<file path="config.mk">
export PLATFORM = sky130hd
export DESIGN_NAME = reply_receiver_with_timeouts_unit
export DESIGN_NICKNAME = d
export VERILOG_FILES = /design/src/rtl/rrt_pkg.sv /design/src/rtl/reply_receiver_with_timeouts_unit.sv /design/src/rtl/rrt_core.sv /design/src/rtl/rrt_emit.sv
export SDC_FILE = /design/constraint.sdc
export NUM_CORES = 1
export LEC_CHECK = 0
export CAP_MARGIN = 20
export CORE_MARGIN = 2
export CORE_UTILIZATION = 65
export DETAILED_ROUTE_END_ITERATION = 7
export DONT_BUFFER_PORTS = 1
export PLACE_DENSITY = 0.81
export SYNTH_ARGS = -nofsm -noshare
export SYNTH_HDL_FRONTEND = slang
export SYNTH_SLANG_ARGS = --single-unit
</file>
<file path="constraint.sdc">
create_clock -name clock -period 17.41 [get_ports clock]
set_input_delay 1.741 -clock clock [delete_from_list [all_inputs] [get_ports clock]]
set_output_delay 1.741 -clock clock [all_outputs]
set_load 0.1 [all_outputs]
</file>
<file path="src/rtl/rrt_pkg.sv">
// Package for the reply receiver with timeouts: codes, config defaults and
// the result bundle passed from the decode core to the result sequencer.
// No dependencies.
package rrt_pkg;

   localparam int WaitW  = 24;
   localparam int LenW   = 16;
   localparam int CharW  = 8;
   localparam int CsrIdxW = 2;
   localparam int CsrDataW = 24;

   typedef enum logic [1:0] {
      OP_TICK  = 2'd0,
      OP_BYTE  = 2'd1,
      OP_START = 2'd2,
      OP_NONE  = 2'd3
   } opcode_type;

   typedef enum logic [1:0] {
      RSN_TIMEOUT = 2'd0,
      RSN_TERM    = 2'd1,
      RSN_FULL    = 2'd2,
      RSN_RSVD    = 2'd3
   } reason_type;

   typedef enum logic {
      KIND_CHAR   = 1'b0,
      KIND_REPORT = 1'b1
   } kind_type;

   typedef enum logic [CsrIdxW-1:0] {
      CSR_FIRST_WAIT = 2'd0,
      CSR_MORE_WAIT  = 2'd1,
      CSR_BUF_SIZE   = 2'd2,
      CSR_UNUSED     = 2'd3
   } csr_index_type;

   localparam logic [WaitW-1:0] FirstWaitRst = 24'd1000;
   localparam logic [LenW-1:0]  MoreWaitRst  = 16'd20;
   localparam logic [LenW-1:0]  BufSizeRst   = 16'd80;

   localparam logic [WaitW-1:0] WaitMax = {WaitW{1'b1}};
   localparam logic [LenW-1:0]  LenMax  = {LenW{1'b1}};

   // control bytes that close a read, then the characters used for escaping
   localparam logic [CharW-1:0] ChEtx = 8'h03;
   localparam logic [CharW-1:0] ChEot = 8'h04;
   localparam logic [CharW-1:0] ChLf  = 8'h0A;
   localparam logic [CharW-1:0] ChDle = 8'h10;
   localparam logic [CharW-1:0] ChEtb = 8'h17;
   localparam logic [CharW-1:0] ChSpace  = 8'h20;
   localparam logic [CharW-1:0] ChBslash = 8'h5C;
   localparam logic [CharW-1:0] ChZero   = 8'h30;

   typedef struct packed {
      logic [3:0][CharW-1:0] chars;
      logic [2:0]            n_chars;
      logic                  has_rpt;
      reason_type            reason;
      logic [LenW-1:0]       len;
      logic [WaitW-1:0]      lead_time;
      logic [WaitW-1:0]      longest_gap;
      logic [WaitW-1:0]      final_gap;
   } bundle_type;

endpackage

</file>
<file path="src/rtl/reply_receiver_with_timeouts_unit.sv">
// Top level of the reply receiver with timeouts.
// Depends on rrt_pkg, rrt_core and rrt_emit.
//
//   channel  direction  transfer when          payload
//   req      in         req_valid & req_ready  opcode, rx_byte
//   rsp      out        rsp_valid & rsp_ready  kind, out_char, end_reason, reply_length,
//                                              lead_time, longest_gap, final_gap, last
//   csr      in         csr_we                 csr_index, csr_wdata
//
// An accepted item is decoded in its accept cycle; its results (0 to 5) show
// on rsp from the next cycle, one per transfer, the last flagged by rsp_last.
// An item with k results holds the result register until all k have transferred;
// the next item can be accepted in the cycle the last of them transfers.
// Reset (synchronous) clears the read state and loads the config defaults.
// rsp stalls back up into req_ready only while a bundle is still draining.
module reply_receiver_with_timeouts_unit (
   input  logic                          clock,
   input  logic                          reset,
   input  logic                          req_valid,
   output logic                          req_ready,
   input  logic [1:0]                    req_opcode,
   input  logic [rrt_pkg::CharW-1:0]     req_rx_byte,
   output logic                          rsp_valid,
   input  logic                          rsp_ready,
   output logic                          rsp_kind,
   output logic [rrt_pkg::CharW-1:0]     rsp_out_char,
   output logic [1:0]                    rsp_end_reason,
   output logic [rrt_pkg::LenW-1:0]      rsp_reply_length,
   output logic [rrt_pkg::WaitW-1:0]     rsp_lead_time,
   output logic [rrt_pkg::WaitW-1:0]     rsp_longest_gap,
   output logic [rrt_pkg::WaitW-1:0]     rsp_final_gap,
   output logic                          rsp_last,
   input  logic                          csr_we,
   input  logic [rrt_pkg::CsrIdxW-1:0]   csr_index,
   input  logic [rrt_pkg::CsrDataW-1:0]  csr_wdata
);
   import rrt_pkg::*;

   logic       accept, push, free;
   bundle_type bundle;
   kind_type   kind;
   reason_type reason;

   assign req_ready = free;
   assign accept    = req_valid && free;

   rrt_core u_core (
      .clock     (clock),
      .reset     (reset),
      .accept    (accept),
      .opcode    (opcode_type'(req_opcode)),
      .rx_byte   (req_rx_byte),
      .csr_we    (csr_we),
      .csr_index (csr_index),
      .csr_wdata (csr_wdata),
      .push      (push),
      .bundle    (bundle)
   );

   rrt_emit u_emit (
      .clock            (clock),
      .reset            (reset),
      .push             (push),
      .bundle           (bundle),
      .free             (free),
      .rsp_valid        (rsp_valid),
      .rsp_ready        (rsp_ready),
      .rsp_kind         (kind),
      .rsp_out_char     (rsp_out_char),
      .rsp_end_reason   (reason),
      .rsp_reply_length (rsp_reply_length),
      .rsp_lead_time    (rsp_lead_time),
      .rsp_longest_gap  (rsp_longest_gap),
      .rsp_final_gap    (rsp_final_gap),
      .rsp_last         (rsp_last)
   );

   assign rsp_kind       = kind;
   assign rsp_end_reason = reason;

endmodule

</file>
<file path="src/rtl/rrt_core.sv">
// Decode core: config registers, read state, and the per-item result bundle.
// Depends on rrt_pkg.
module rrt_core (
   input  logic                          clock,
   input  logic                          reset,
   input  logic                          accept,
   input  rrt_pkg::opcode_type           opcode,
   input  logic [rrt_pkg::CharW-1:0]     rx_byte,
   input  logic                          csr_we,
   input  logic [rrt_pkg::CsrIdxW-1:0]   csr_index,
   input  logic [rrt_pkg::CsrDataW-1:0]  csr_wdata,
   output logic                          push,
   output rrt_pkg::bundle_type           bundle
);
   import rrt_pkg::*;

   logic [WaitW-1:0] first_wait_ff;
   logic [LenW-1:0]  more_wait_ff, buf_size_ff;

   logic             read_active_ff, read_active_in;
   logic             seen_first_ff, seen_first_in;
   logic [WaitW-1:0] wait_count_ff, wait_count_in;
   logic [LenW-1:0]  char_count_ff, char_count_in;
   logic [WaitW-1:0] lead_time_ff, lead_time_in;
   logic [WaitW-1:0] longest_gap_ff, longest_gap_in;

   logic [WaitW-1:0] limit;
   logic [LenW:0]    cc_sum;
   logic             is_term;

   always_ff @(posedge clock) begin
      if (reset) begin
         first_wait_ff <= FirstWaitRst;
         more_wait_ff  <= MoreWaitRst;
         buf_size_ff   <= BufSizeRst;
      end else if (csr_we) begin
         case (csr_index_type'(csr_index))
            CSR_FIRST_WAIT: first_wait_ff <= csr_wdata;
            CSR_MORE_WAIT:  more_wait_ff  <= csr_wdata[LenW-1:0];
            CSR_BUF_SIZE:   buf_size_ff   <= csr_wdata[LenW-1:0];
            default: ;
         endcase
      end
   end

   always_ff @(posedge clock) begin
      if (reset) begin
         read_active_ff <= 1'b0;
         seen_first_ff  <= 1'b0;
         wait_count_ff  <= '0;
         char_count_ff  <= '0;
         lead_time_ff   <= '0;
         longest_gap_ff <= '0;
      end else begin
         read_active_ff <= read_active_in;
         seen_first_ff  <= seen_first_in;
         wait_count_ff  <= wait_count_in;
         char_count_ff  <= char_count_in;
         lead_time_ff   <= lead_time_in;
         longest_gap_ff <= longest_gap_in;
      end
   end

   assign is_term = rx_byte inside {ChEtx, ChEot, ChLf, ChDle, ChEtb};

   always_comb begin
      read_active_in = read_active_ff;
      seen_first_in  = seen_first_ff;
      wait_count_in  = wait_count_ff;
      char_count_in  = char_count_ff;
      lead_time_in   = lead_time_ff;
      longest_gap_in = longest_gap_ff;
      bundle         = '0;
      limit          = seen_first_ff ? {{(WaitW-LenW){1'b0}}, more_wait_ff} : first_wait_ff;
      cc_sum         = '0;
      if (accept) begin
         case (opcode)
            OP_START: begin
               read_active_in = 1'b1;
               seen_first_in  = 1'b0;
               wait_count_in  = '0;
               char_count_in  = '0;
               if (first_wait_ff == '0) begin
                  bundle.has_rpt = 1'b1;
                  bundle.reason  = RSN_TIMEOUT;
               end
            end
            OP_TICK: begin
               if (read_active_ff) begin
                  if (wait_count_ff != WaitMax)
                     wait_count_in = wait_count_ff + 1'b1;
                  if (wait_count_in >= limit) begin
                     bundle.has_rpt   = 1'b1;
                     bundle.reason    = RSN_TIMEOUT;
                     bundle.final_gap = wait_count_in;
                  end
               end
            end
            OP_BYTE: begin
               if (read_active_ff) begin
                  if (!seen_first_ff) begin
                     seen_first_in = 1'b1;
                     lead_time_in  = wait_count_ff;
                  end else if (wait_count_ff > longest_gap_ff) begin
                     longest_gap_in = wait_count_ff;
                  end
                  wait_count_in = '0;
                  if (is_term) begin
                     bundle.has_rpt = 1'b1;
                     bundle.reason  = RSN_TERM;
                  end else begin
                     if (rx_byte < ChSpace) begin
                        // backslash, '0', then one or two octal digits
                        bundle.chars[0] = ChBslash;
                        bundle.chars[1] = ChZero;
                        if (rx_byte[4:3] != 2'b00) begin
                           bundle.chars[2] = ChZero + {6'b0, rx_byte[4:3]};
                           bundle.chars[3] = ChZero + {5'b0, rx_byte[2:0]};
                           bundle.n_chars  = 3'd4;
                        end else begin
                           bundle.chars[2] = ChZero + {5'b0, rx_byte[2:0]};
                           bundle.n_chars  = 3'd3;
                        end
                     end else begin
                        bundle.chars[0] = rx_byte;
                        bundle.n_chars  = 3'd1;
                     end
                     cc_sum = {1'b0, char_count_ff} + {{(LenW-2){1'b0}}, bundle.n_chars};
                     char_count_in = cc_sum[LenW] ? LenMax : cc_sum[LenW-1:0];
                     if ({1'b0, char_count_in} + 1'b1 >= {1'b0, buf_size_ff}) begin
                        bundle.has_rpt = 1'b1;
                        bundle.reason  = RSN_FULL;
                     end else if (more_wait_ff == '0) begin
                        bundle.has_rpt = 1'b1;
                        bundle.reason  = RSN_TIMEOUT;
                     end
                  end
               end
            end
            default: ;
         endcase
      end
      if (bundle.has_rpt) begin
         read_active_in     = 1'b0;
         bundle.len         = char_count_in;
         bundle.lead_time   = lead_time_in;
         bundle.longest_gap = longest_gap_in;
      end
   end

   assign push = accept && (bundle.n_chars != '0 || bundle.has_rpt);

   a_idle_silent: assert property (@(posedge clock) disable iff (reset)
      (accept && !read_active_ff && opcode != OP_START) |-> !push)
      else $error("result from an item outside a read");

   a_report_closes: assert property (@(posedge clock) disable iff (reset)
      (push && bundle.has_rpt) |=> !read_active_ff)
      else $error("read still open after its report");

   a_start_opens: assert property (@(posedge clock) disable iff (reset)
      (accept && opcode == OP_START && first_wait_ff != '0) |=>
      (read_active_ff && !seen_first_ff && char_count_ff == '0))
      else $error("start did not open a clean read");

endmodule

</file>
<file path="src/rtl/rrt_emit.sv">
// Result sequencer: holds one bundle and sends its results one per transfer.
// Depends on rrt_pkg.
module rrt_emit (
   input  logic                        clock,
   input  logic                        reset,
   input  logic                        push,
   input  rrt_pkg::bundle_type         bundle,
   output logic                        free,
   output logic                        rsp_valid,
   input  logic                        rsp_ready,
   output rrt_pkg::kind_type           rsp_kind,
   output logic [rrt_pkg::CharW-1:0]   rsp_out_char,
   output rrt_pkg::reason_type         rsp_end_reason,
   output logic [rrt_pkg::LenW-1:0]    rsp_reply_length,
   output logic [rrt_pkg::WaitW-1:0]   rsp_lead_time,
   output logic [rrt_pkg::WaitW-1:0]   rsp_longest_gap,
   output logic [rrt_pkg::WaitW-1:0]   rsp_final_gap,
   output logic                        rsp_last
);
   import rrt_pkg::*;

   bundle_type bundle_ff;
   logic       valid_ff;
   logic [2:0] idx_ff;
   logic [2:0] total;
   logic       at_last, take, is_rpt;

   assign total   = bundle_ff.n_chars + {2'b0, bundle_ff.has_rpt};
   assign at_last = (idx_ff == total - 3'd1);
   assign take    = valid_ff && rsp_ready;
   assign free    = !valid_ff || (take && at_last);
   assign is_rpt  = (idx_ff >= bundle_ff.n_chars);

   always_ff @(posedge clock) begin
      if (reset) begin
         valid_ff <= 1'b0;
         idx_ff   <= '0;
      end else if (push) begin
         valid_ff <= 1'b1;
         idx_ff   <= '0;
      end else if (take && at_last) begin
         valid_ff <= 1'b0;
      end else if (take) begin
         idx_ff <= idx_ff + 3'd1;
      end
   end

   always_ff @(posedge clock) begin
      if (push)
         bundle_ff <= bundle;
   end

   always_comb begin
      rsp_valid        = valid_ff;
      rsp_last         = at_last;
      rsp_kind         = is_rpt ? KIND_REPORT : KIND_CHAR;
      rsp_out_char     = is_rpt ? '0 : bundle_ff.chars[idx_ff[1:0]];
      rsp_end_reason   = is_rpt ? bundle_ff.reason : RSN_TIMEOUT;
      rsp_reply_length = is_rpt ? bundle_ff.len : '0;
      rsp_lead_time    = is_rpt ? bundle_ff.lead_time : '0;
      rsp_longest_gap  = is_rpt ? bundle_ff.longest_gap : '0;
      rsp_final_gap    = is_rpt ? bundle_ff.final_gap : '0;
   end

   a_idx_range: assert property (@(posedge clock) disable iff (reset)
      valid_ff |-> (idx_ff < total))
      else $error("sequencer index past bundle");

   a_load_free: assert property (@(posedge clock) disable iff (reset)
      push |-> free)
      else $error("bundle loaded over pending results");

   a_drain: assert property (@(posedge clock) disable iff (reset)
      (take && at_last && !push) |=> !valid_ff)
      else $error("valid held after last transfer");

endmodule
</file>
Word-level counts from Yosys, hierarchy flattened
Cells that the tools add are included.
Widths: inputs -> output; s select.
Word-level totals
  bits in registers: 276
  logic and storage cells: 139
  output and inout bits: 102
  input bits: 41
Cells by class
  add/sub/neg operators: 8
  equal/unequal tests: 13
  multiplexer cells: 54
  magnitude comparators: 6
  bitwise operators: 6
  reduce and logical (&&, ||, !) cells: 30
Operator list (count)
  $mux 24: 19
  $mux 16: 5
  $pmux 24 s3: 1
  $mux 11: 5
  $pmux 16 s2: 1
  $mux 3: 9
  $add 24x1->24 const B: 1
  $ge 24x24->1: 1
  $gt 24x24->1: 1
  $logic_not 24->1: 1
  $ne 24x24->1 const B: 1
  $mux 6: 3
  $add 16x1->17 const B: 1
  $add 16x3->17: 1
  $ge 17x16->1: 1
  $bmux 8 s2: 1
  $eq 8x5->1 const B: 2
  $logic_not 16->1: 1
  $mux 8: 2
  $reduce_and 2->1: 5
  $pmux 3 s3: 1
  $eq 8x2->1 const B: 1
  $eq 8x3->1 const B: 1
  $eq 8x4->1 const B: 1
  30 further kinds: 51

Longest topological paths before layout
Gate-level depths: netlist of run 1.
  depth in word-level cells: 20
  depth in mapped cells: 28
  depth with buffers taken out: 24

Cells and area by module
From an unflattened synthesis of run 1, not the netlist that was laid out.
Second synthesis, totals
  cells, all modules: 1643
  area total of the unflattened synthesis: 15143.3 um^2
By module, submodules not included
  rrt_core: instances 1, area each 10148.5 um^2, cells each 1362, sequential area each 2922.8 um^2
  rrt_emit: instances 1, area each 4988.5 um^2, cells each 280, sequential area each 3863.7 um^2
  reply_receiver_with_timeouts_unit: instances 1, area each 6.3 um^2, cells each 1, sequential area each 0.0 um^2

Worst setup path after synthesis of run 1
Ideal clock, no wire load.
  path kind: input to register
  start point: input port req_rx_byte[7] in the netlist's numbering
  end point: register u_emit.bundle_ff[0] in the netlist's numbering, enable pin
  arrival time: 8586 ps
  data required time: 16412 ps
  library setup time: 998 ps
  cell stages on the path: 25
  path buffers: 4
  slack: 7826 ps
  cells stage by stage: or3_1 clkbuf_1 nor3_1 inv_1 fa_1 nand2b_2 a21o_1 nor2b_1 clkbuf_1 nor2_1 inv_1 ha_1 o21ai_0 or4_1 o211ai_1 ha_1 a21oi_1 o21ai_0 a211oi_1 o21ai_0 or4_1 o211ai_2 buf_6 buf_8 nand2_1
On the way
  cells in the longest elaborated chain, start to end: 17
  elaborated cells between the ends (all ways): 26
  those cells by class: add/sub: 2; order compare: 2; eq/ne: 5; mux: 13; reduce/logical: 4
RTL lines
  start, declared: line reply_receiver_with_timeouts_unit.sv:22  | input logic [rrt_pkg::CharW-1:0] req_rx_byte,
  $lt 8x6->1: line rrt_core.sv:112  | if (rx_byte < ChSpace) begin
  $mux 11: line rrt_core.sv:112
  $mux 11: line rrt_core.sv:108  | if (is_term) begin
  $mux 11: line rrt_core.sv:100  | if (read_active_ff) begin
  $mux 11: line rrt_core.sv:77  | case (opcode)
  $mux 11: line rrt_core.sv:76  | if (accept) begin
  $add 16x3->17: line rrt_core.sv:128  | cc_sum = {1'b0, char_count_ff} + {{(LenW-2){1'b0}}, bundle.n_chars};
  $mux 16: line rrt_core.sv:129  | char_count_in = cc_sum[LenW] ? LenMax : cc_sum[LenW-1:0];
  [... 2 more ...]
  $mux 3: line rrt_core.sv:130  | if ({1'b0, char_count_in} + 1'b1 >= {1'b0, buf_size_ff}) begin
  $mux 3: line rrt_core.sv:108
  $mux 6 *: line rrt_core.sv:100
  $pmux 3 s3: line rrt_core.sv:77
  $mux 6 *: line rrt_core.sv:76
  $logic_or 1x1->1 *: line rrt_core.sv:151  | assign push = accept && (bundle.n_chars != '0 || bundle.has_rpt);
  $logic_and 1x1->1 *: line rrt_core.sv:151
  net push: line reply_receiver_with_timeouts_unit.sv:39  | logic accept, push, free;
  end signal, assigned: line rrt_emit.sv:50  | bundle_ff <= bundle;
  end, declared: line rrt_emit.sv:22  | bundle_type bundle_ff;
The timed path passes the listed nets; every way through them passes the cells marked *. The select of a mux whose other input is x is not followed.
A chain may end at the register's enable or synchronous reset.

Worst setup path in the final report of run 1
  start point: input port req_rx_byte[7] in the netlist's numbering
  end point: register u_emit.bundle_ff[56] in the netlist's numbering, data pin
On the way
  cells in the longest elaborated chain, start to end: 15
  elaborated cells between the ends (all ways): 21
  those cells by class: add/sub: 2; order compare: 2; eq/ne: 5; mux: 11; reduce/logical: 1
RTL lines (line)
  $lt 8x6->1: rrt_core.sv:112
  $mux 11: rrt_core.sv:112
  $mux 11: rrt_core.sv:108
  $mux 11: rrt_core.sv:100
  $mux 11: rrt_core.sv:77
  $mux 11: rrt_core.sv:76
  $add 16x3->17: rrt_core.sv:128
  $mux 16: rrt_core.sv:129
  $add 16x1->17: rrt_core.sv:130
  $ge 17x16->1: rrt_core.sv:130
  $mux 3: rrt_core.sv:130
  $mux 3 *: rrt_core.sv:108
  $mux 6 *: rrt_core.sv:100
  $pmux 3 s3 *: rrt_core.sv:77
  $mux 6 *: rrt_core.sv:76
Mark *: on every way between the ends. The rest lies on a longest branch, timed or not. The select of a mux whose other input is x is not followed.

==> flow_summary.toml, run 1 <==
[clocking]
cts_tree = "built"
post_cts_buffers = 0
cts_resized = 0
cts_max_level = 1
clock_sinks = 261
numCtsBuffers = 26
hold_buffers = 0
clock_latency_ns = 0.53
clockBufferDepth = 3
clk_pin_slew_ns = 0.06
cts_root_buf = "clkbuf_16"

[timing]
hold_viol_final = 0
slew_violations = 0
setup_violations = 0
max_freq_mhz = 125
finalSetupTns_ns = 0
finalCritPeriodShare = 0.460
tightestPinTransition_ns = 1.09
slew_headroom = 0.275
finClkSkew_ns = 0.0171
min_period_ns = 8.01
rsz0062_at_grt = "no"

[setup_path]
start_kind = "primary input"
arrival_ns = 8.26
cp_data_required_time_ns = 17.65
end_kind = "flop"
worstSetupPathType = "in2reg"
cp_max_fo = 66

[floorplan]
coreArea_sq_um = 21100
start_util = 0.664
die_x_microns = 151
die-area_sq_um = 22700
ios = 143
fp-row-count = 53
die_h_microns = 151

[placement]
place_inst = 1706
dp_hpwl_microns = 23600
gp_congestion = 0.937
port_buffers = 0
place_area_sq_um = 14200

[routing]
drt_iter0_markers = 924
routed_via_density = 6.08
routed_wl_microns = 33600
drc = 0
final_antenna_net_count = 0
vias = 10700
wl_per_cell_microns = 19.1
firstDrtPassIters = 5

[synthesis]
ys_warn_count = 0
synth_area_leader_cell = "edfxtp_1"
netlist-cell-type-count = 78
syn_area_per_cell_sq_um = 9.31
synth_nets = 1627
synth_edf_count = 111
yosys_most_used_dff = "dfxtp_1"
async_reset_ff_frac = 0
seq_area_frac_synth = 0.452
synthesis.area_sq_um = 14000
ys_ff_latch = 261
synth_cells = 1505
synth.top_cell.area_share = 0.238
synthTopCellsByArea = "edfxtp_1 24%, dfxtp_1 21%, ha_1 7.1%"

[min_path]
hold_class = "reg2reg"

[final_layout]
finalNonFillerCells = 1756
area_growth_pct = 7.82
drive_above_1_share = 0.0675
layout.nets = 1583
antennaDiodeCount = 0
stdcell_area_sq_um = 15100

[grt]
grt_pass1_vias = 10100
grt_usage = 0.296
grt_pass1_wl_microns = 53200
antenna_found_initial = 0
grt_max_degree = 123
grt_overflow = 0

[pwr]
p_per_area_nw_per_um2 = 85.1
ir_drop_uv = 64.8
leakage_uw = 0.00532

[run]
maxCapViolCount = 0

[run_status]
status = "finished clean"
-- logic make-up after synthesis --
group                      Yosys count  synth area share
AOI/OAI and AO/OA                  234             0.107
xor gates and xnor gates            43            0.0279
adders and majority gates           81            0.0729
DFF                                261             0.452
buffers and inverters              159            0.0475
and+or+nand+nor                    648             0.236
muxes                               79            0.0568
-- through the flow --
| stage | utilization | hold WS (ns) | worst slack (ns) | total power [uW] |
|---|---|---|---|---|
| 6_report | 0.716 | 0.455 | 9.40 | 1290 |
| 5_1_grt | 0.716 | 0.472 | 8.79 | 1320 |
| 4_1_cts | 0.715 | 0.452 | 9.31 | 1290 |
| 3_5_place_dp | 0.671 | 0.444 | 8.77 | 704 |
| 3_3_place_gp | 0.671 | 0.439 | 9.02 | 703 |
| 2_1_floorplan | - | 0.436 | 7.83 | 696 |
-- placed cells by master (no fill, tap or decap), drive strengths merged, types with 6 or more instances in the layout --
cell type	synthesis	layout
o211ai	9	9
a211oi	12	12
nor3b	18	18
o31ai	6	6
o21a	8	8
xor2	15	15
and3	14	14
ha	80	80
nand3	18	18
nor4	11	11
nor2	202	202
and2	98	98
a21o	18	18
xnor2	27	27
a21oi	101	101
clkbuf	57	43
nand4	21	21
mux2i	78	78
nor2b	21	21
nand2b	14	14
edfxtp	111	111
inv	76	77
nor4b	7	7
dfxtp	150	150
nor3	19	19
a31oi	9	9
buf	26	8
o21ai	44	44
nand3b	12	12
nand2	173	173
-- final timing paths --
| path | start | to | slack (ns) | cells past startpoint |
|---|---|---|---|---|
| worst min-delay path | u_core.buf_size_ff[7]$_SDFFE_PP0P_ | u_core.buf_size_ff[7]$_SDFFE_PP0P_ | 0.46 | 2 |
| worst max register to register | u_core.char_count_ff[0]$_SDFF_PP0_ | u_emit.bundle_ff[56]$_SDFFCE_PN0P_ | 11.10 | 21 |
| worst min register to register | u_core.buf_size_ff[7]$_SDFFE_PP0P_ | u_core.buf_size_ff[7]$_SDFFE_PP0P_ | 0.46 | 2 |
| worst max-delay path | req_rx_byte[7] | u_emit.bundle_ff[56]$_SDFFCE_PN0P_ | 9.40 | 22 |
-- flip-flops by register name (all words and copies together), names as in the netlist --
signal                 cells
u_emit.rsp_valid           1
u_core.seen_first_ff       1
u_core.lead_time_ff       24
u_core.char_count_ff      16
u_emit.idx_ff              3
u_core.buf_size_ff        16
u_core.read_active_ff      1
u_core.longest_gap_ff     24
u_emit.bundle_ff         111
u_core.wait_count_ff      24
u_core.more_wait_ff       16
u_core.first_wait_ff      24
-- cell type report --
type / instances / area, sq um
repair buffers: 11 / 155
multi-input cells: 1085 / 7070
clock inverters: 8 / 119
flip-flops and latches: 261 / 6340
clock buffers: 40 / 797
inverters: 76 / 285
fillers: 1543 / 5980
well taps: 275 / 344
-- cells in the mapped netlist (5+ instances only) --
cell and number:
nor2_4 10, dfxtp_1 150, a21o_1 18, ha_1 80, buf_2 19, nor2_1 192
nor2b_1 21, nand2b_1 13, mux2i_1 77, nand3b_1 12, a31oi_1 9, a211oi_1 9
a21oi_1 100, and2_1 98, o21ai_0 41, o31ai_1 6, o211ai_1 7, xor2_1 15
nor3_1 19, nand4_1 21, and4_1 5, nor4b_1 5, nand3_1 16, nand2_1 171
and3_1 14, xnor2_1 27, inv_1 75, nor4_1 8, clkbuf_1 57, edfxtp_1 111
o21a_1 8, nor3b_1 18
-- power by group --
group,switching (uW),leakage (uW),internal (uW)
sequential,5.29,0.00203,641
clock,234,0.000446,360
combinational,29.1,0.00284,16.7
total,269,0.00532,1020
-- critical path: stages --
cell and delay, ns:
or3_1 0.51, nor3_1 0.35, inv_1 0.13, fa_1 0.48
nand2b_2 0.28, a21o_1 0.24, nor2b_1 0.63, nor2_1 0.14
inv_1 0.12, ha_1 0.29, o21ai_0 0.21, or4_1 0.45
o211ai_1 0.10, ha_1 0.29, a21oi_1 0.12, o21ai_0 0.11
a211oi_1 0.20, o21ai_0 0.19, or4_1 0.53, o211ai_4 0.23
buf_4 0.70, nor2_1 0.13
-- layer usage --
metal | global-route usage | share of wire
met5 | 0 | 0
met4 | 0.0771 | 0.022
met1 | 0.434 | 0.45
met3 | 0.0539 | 0.085
met2 | 0.457 | 0.45
Note: power is estimated with default switching activity, not from simulation.
==> inputs of run 2 (changes only) <==
--- a/config.mk
+++ b/config.mk
@@ -7,10 +7,10 @@
 export LEC_CHECK = 0
 export CAP_MARGIN = 20
 export CORE_MARGIN = 2
-export CORE_UTILIZATION = 65
+export CORE_UTILIZATION = 58
 export DETAILED_ROUTE_END_ITERATION = 7
 export DONT_BUFFER_PORTS = 1
-export PLACE_DENSITY = 0.81
+export PLACE_DENSITY = 0.76
 export SYNTH_ARGS = -nofsm -noshare
 export SYNTH_HDL_FRONTEND = slang
 export SYNTH_SLANG_ARGS = --single-unit
==> constraint.sdc (replaced) <==
create_clock -name clock -period 7.3 [get_ports clock]
set_input_delay 0.73 -clock clock [delete_from_list [all_inputs] [get_ports clock]]
set_output_delay 0.73 -clock clock [all_outputs]
set_load 0.1 [all_outputs]
==> run 2 against run 1 <==
First-iteration DRC count up 6.0%; largest power group unchanged; combinational power up 140%; design area up 0.53%; critical path depth down 1; register-to-register slack worse by 9.6 ns; largest cell class unchanged; core utilization down 7.3 points; cell count up 2.7%; flip-flop and latch count unchanged; setup slack worse by 8.4 ns; clock power up 140%; critical path type unchanged; clock skew up 0.010 ns; total power up 140%.
==> flow_summary.toml, run 2 (synthesis results as in run 1) <==
[routing]
drt_iter0_markers = 979
routed_via_density = 5.87
wl_per_cell_microns = 18.3
drc = 0
vias = 10600
firstDrtPassIters = 5
final_antenna_net_count = 0
routed_wl_microns = 33100

[clocking]
clock_sinks = 261
cts_max_level = 1
numCtsBuffers = 27
hold_buffers = 0
cts_tree = "built"
cts_root_buf = "clkbuf_16"
clk_pin_slew_ns = 0.06
post_cts_buffers = 0
cts_resized = 0
clock_latency_ns = 0.56
clockBufferDepth = 3

[floorplan]
fp-row-count = 56
die_h_microns = 159
die-area_sq_um = 25400
coreArea_sq_um = 23600
ios = 143
start_util = 0.593
die_x_microns = 159

[pwr]
power.share.sequential = 0.501
p_sw_uw = 668
switching_share = 0.217
ir_drop_uv = 173
p_per_area_nw_per_um2 = 202
cellInternalPower_uw = 2410
p_clk_frac = 0.463
combPwrFrac = 0.036
leakage_uw = 0.00533

[grt]
grt_pass1_vias = 9695
grt_usage = 0.253
grt_pass1_wl_microns = 52300
grt_overflow = 0
antenna_found_initial = 0
grt_max_degree = 123

[placement]
dp_hpwl_microns = 23600
place_inst = 1753
gp_congestion = 0.925
port_buffers = 0

[timing]
slew_headroom = 0.295
setup_violations = 0
hold_viol_final = 0
rsz0062_at_grt = "no"
slew_violations = 0
min_period_ns = 6.35
finClkSkew_ns = 0.0276
tightestPinTransition_ns = 1.06
holdWs_ns = 0.252
finalSetupTns_ns = 0
max_freq_mhz = 158
finalCritPeriodShare = 0.869

[run]
maxCapViolCount = 0

[final_layout]
drive_above_1_share = 0.0687
layout.nets = 1585
finalNonFillerCells = 1803
area_growth_pct = 8.39
antennaDiodeCount = 0
largest_reg_flops = 111
top_register = "u_emit.bundle_ff"
mostFrequentLayoutCell = "nor2_1"
mostFrequentLayoutCells = "188 x nor2_1, 170 x nand2_1, 150 x dfxtp_1"

[min_path]
hold_class = "in2reg"
min_path_cells = 1

[run_status]
status = "finished clean"

[setup_path]
cp_data_required_time_ns = 7.56
cp_max_fo = 55
start_kind = "primary input"
r2r_cells = 17
end_kind = "flop"
arrival_ns = 6.60
worstSetupPathType = "in2reg"
run 2: path summary, 6_finish.rpt:
| kind | startpoint | end | slack [ns] |
|---|---|---|---|
| worst min register to register | u_core.buf_size_ff[7]$_SDFFE_PP0P_ | u_core.buf_size_ff[7]$_SDFFE_PP0P_ | 0.46 |
| worst min-delay path | reset | u_core.lead_time_ff[9]$_SDFF_PP0_ | 0.25 |
| worst max-delay path | req_rx_byte[7] | u_emit.bundle_ff[47]$_SDFFCE_PN0P_ | 0.95 |
| worst max register to register | u_core.wait_count_ff[3]$_SDFFE_PP0P_ | u_emit.bundle_ff[47]$_SDFFCE_PN0P_ | 1.54 |
run 2: cell type report:
type                            instances  area, sq um
Multi-Input combinational cell       1085         7070
Inverter                               76          285
Fill cell                            1929         8420
Sequential cell                       261         6340
Tap cell                              319          399
Clock inverter                         17          208
Timing Repair Buffer                   12          180
Clock buffer                           33          708
run 2: worst max-delay path, cell delays in order:
cell and delay [ns]:
or3_1 0.50, nor3_1 0.30, inv_1 0.13, fa_1 0.49, nand2b_2 0.28, a21o_1 0.25, nand2b_1 0.32, nand2_1 0.19
ha_1 0.30, o21ai_0 0.20, or4_1 0.44, o211ai_1 0.12, ha_1 0.30, a21oi_1 0.12, o21ai_0 0.11, a211oi_1 0.22
o21ai_0 0.21, or4_1 0.52, o211ai_4 0.26, nand2_4 0.25, buf_12 0.30
run 2: power groups by stage:
stage                     logic (uW)  registers [uW]  clock network [uW]
after global routing             121            1540                1500
final                            109            1540                1420
after CTS                        109            1540                1440
after detailed placement         108            1570                   0
after floorplan                 92.1            1570                   0
after global placement           105            1570                   0
run 2: metrics by stage:
stage / worst slack, ns / total power [uW] / cell area (sq um) / util
final: 0.954 / 3070 / 15200 / 0.643
after CTS: 1.06 / 3090 / 15200 / 0.643
after detailed placement: 0.500 / 1680 / 14300 / 0.604
after floorplan: 0.497 / 1660 / 14000 / -
after global placement: 0.697 / 1680 / 14300 / 0.604
after global routing: 0.536 / 3160 / 15200 / 0.643
run 2: per-layer routing:
metal,track usage,vias to the layer above,routed length (microns)
met5,0,-,0
met1,0.373,5017,15200
met2,0.383,398,14600
li1,-,5115,-
met4,0.0624,0,595
met3,0.0508,48,2710
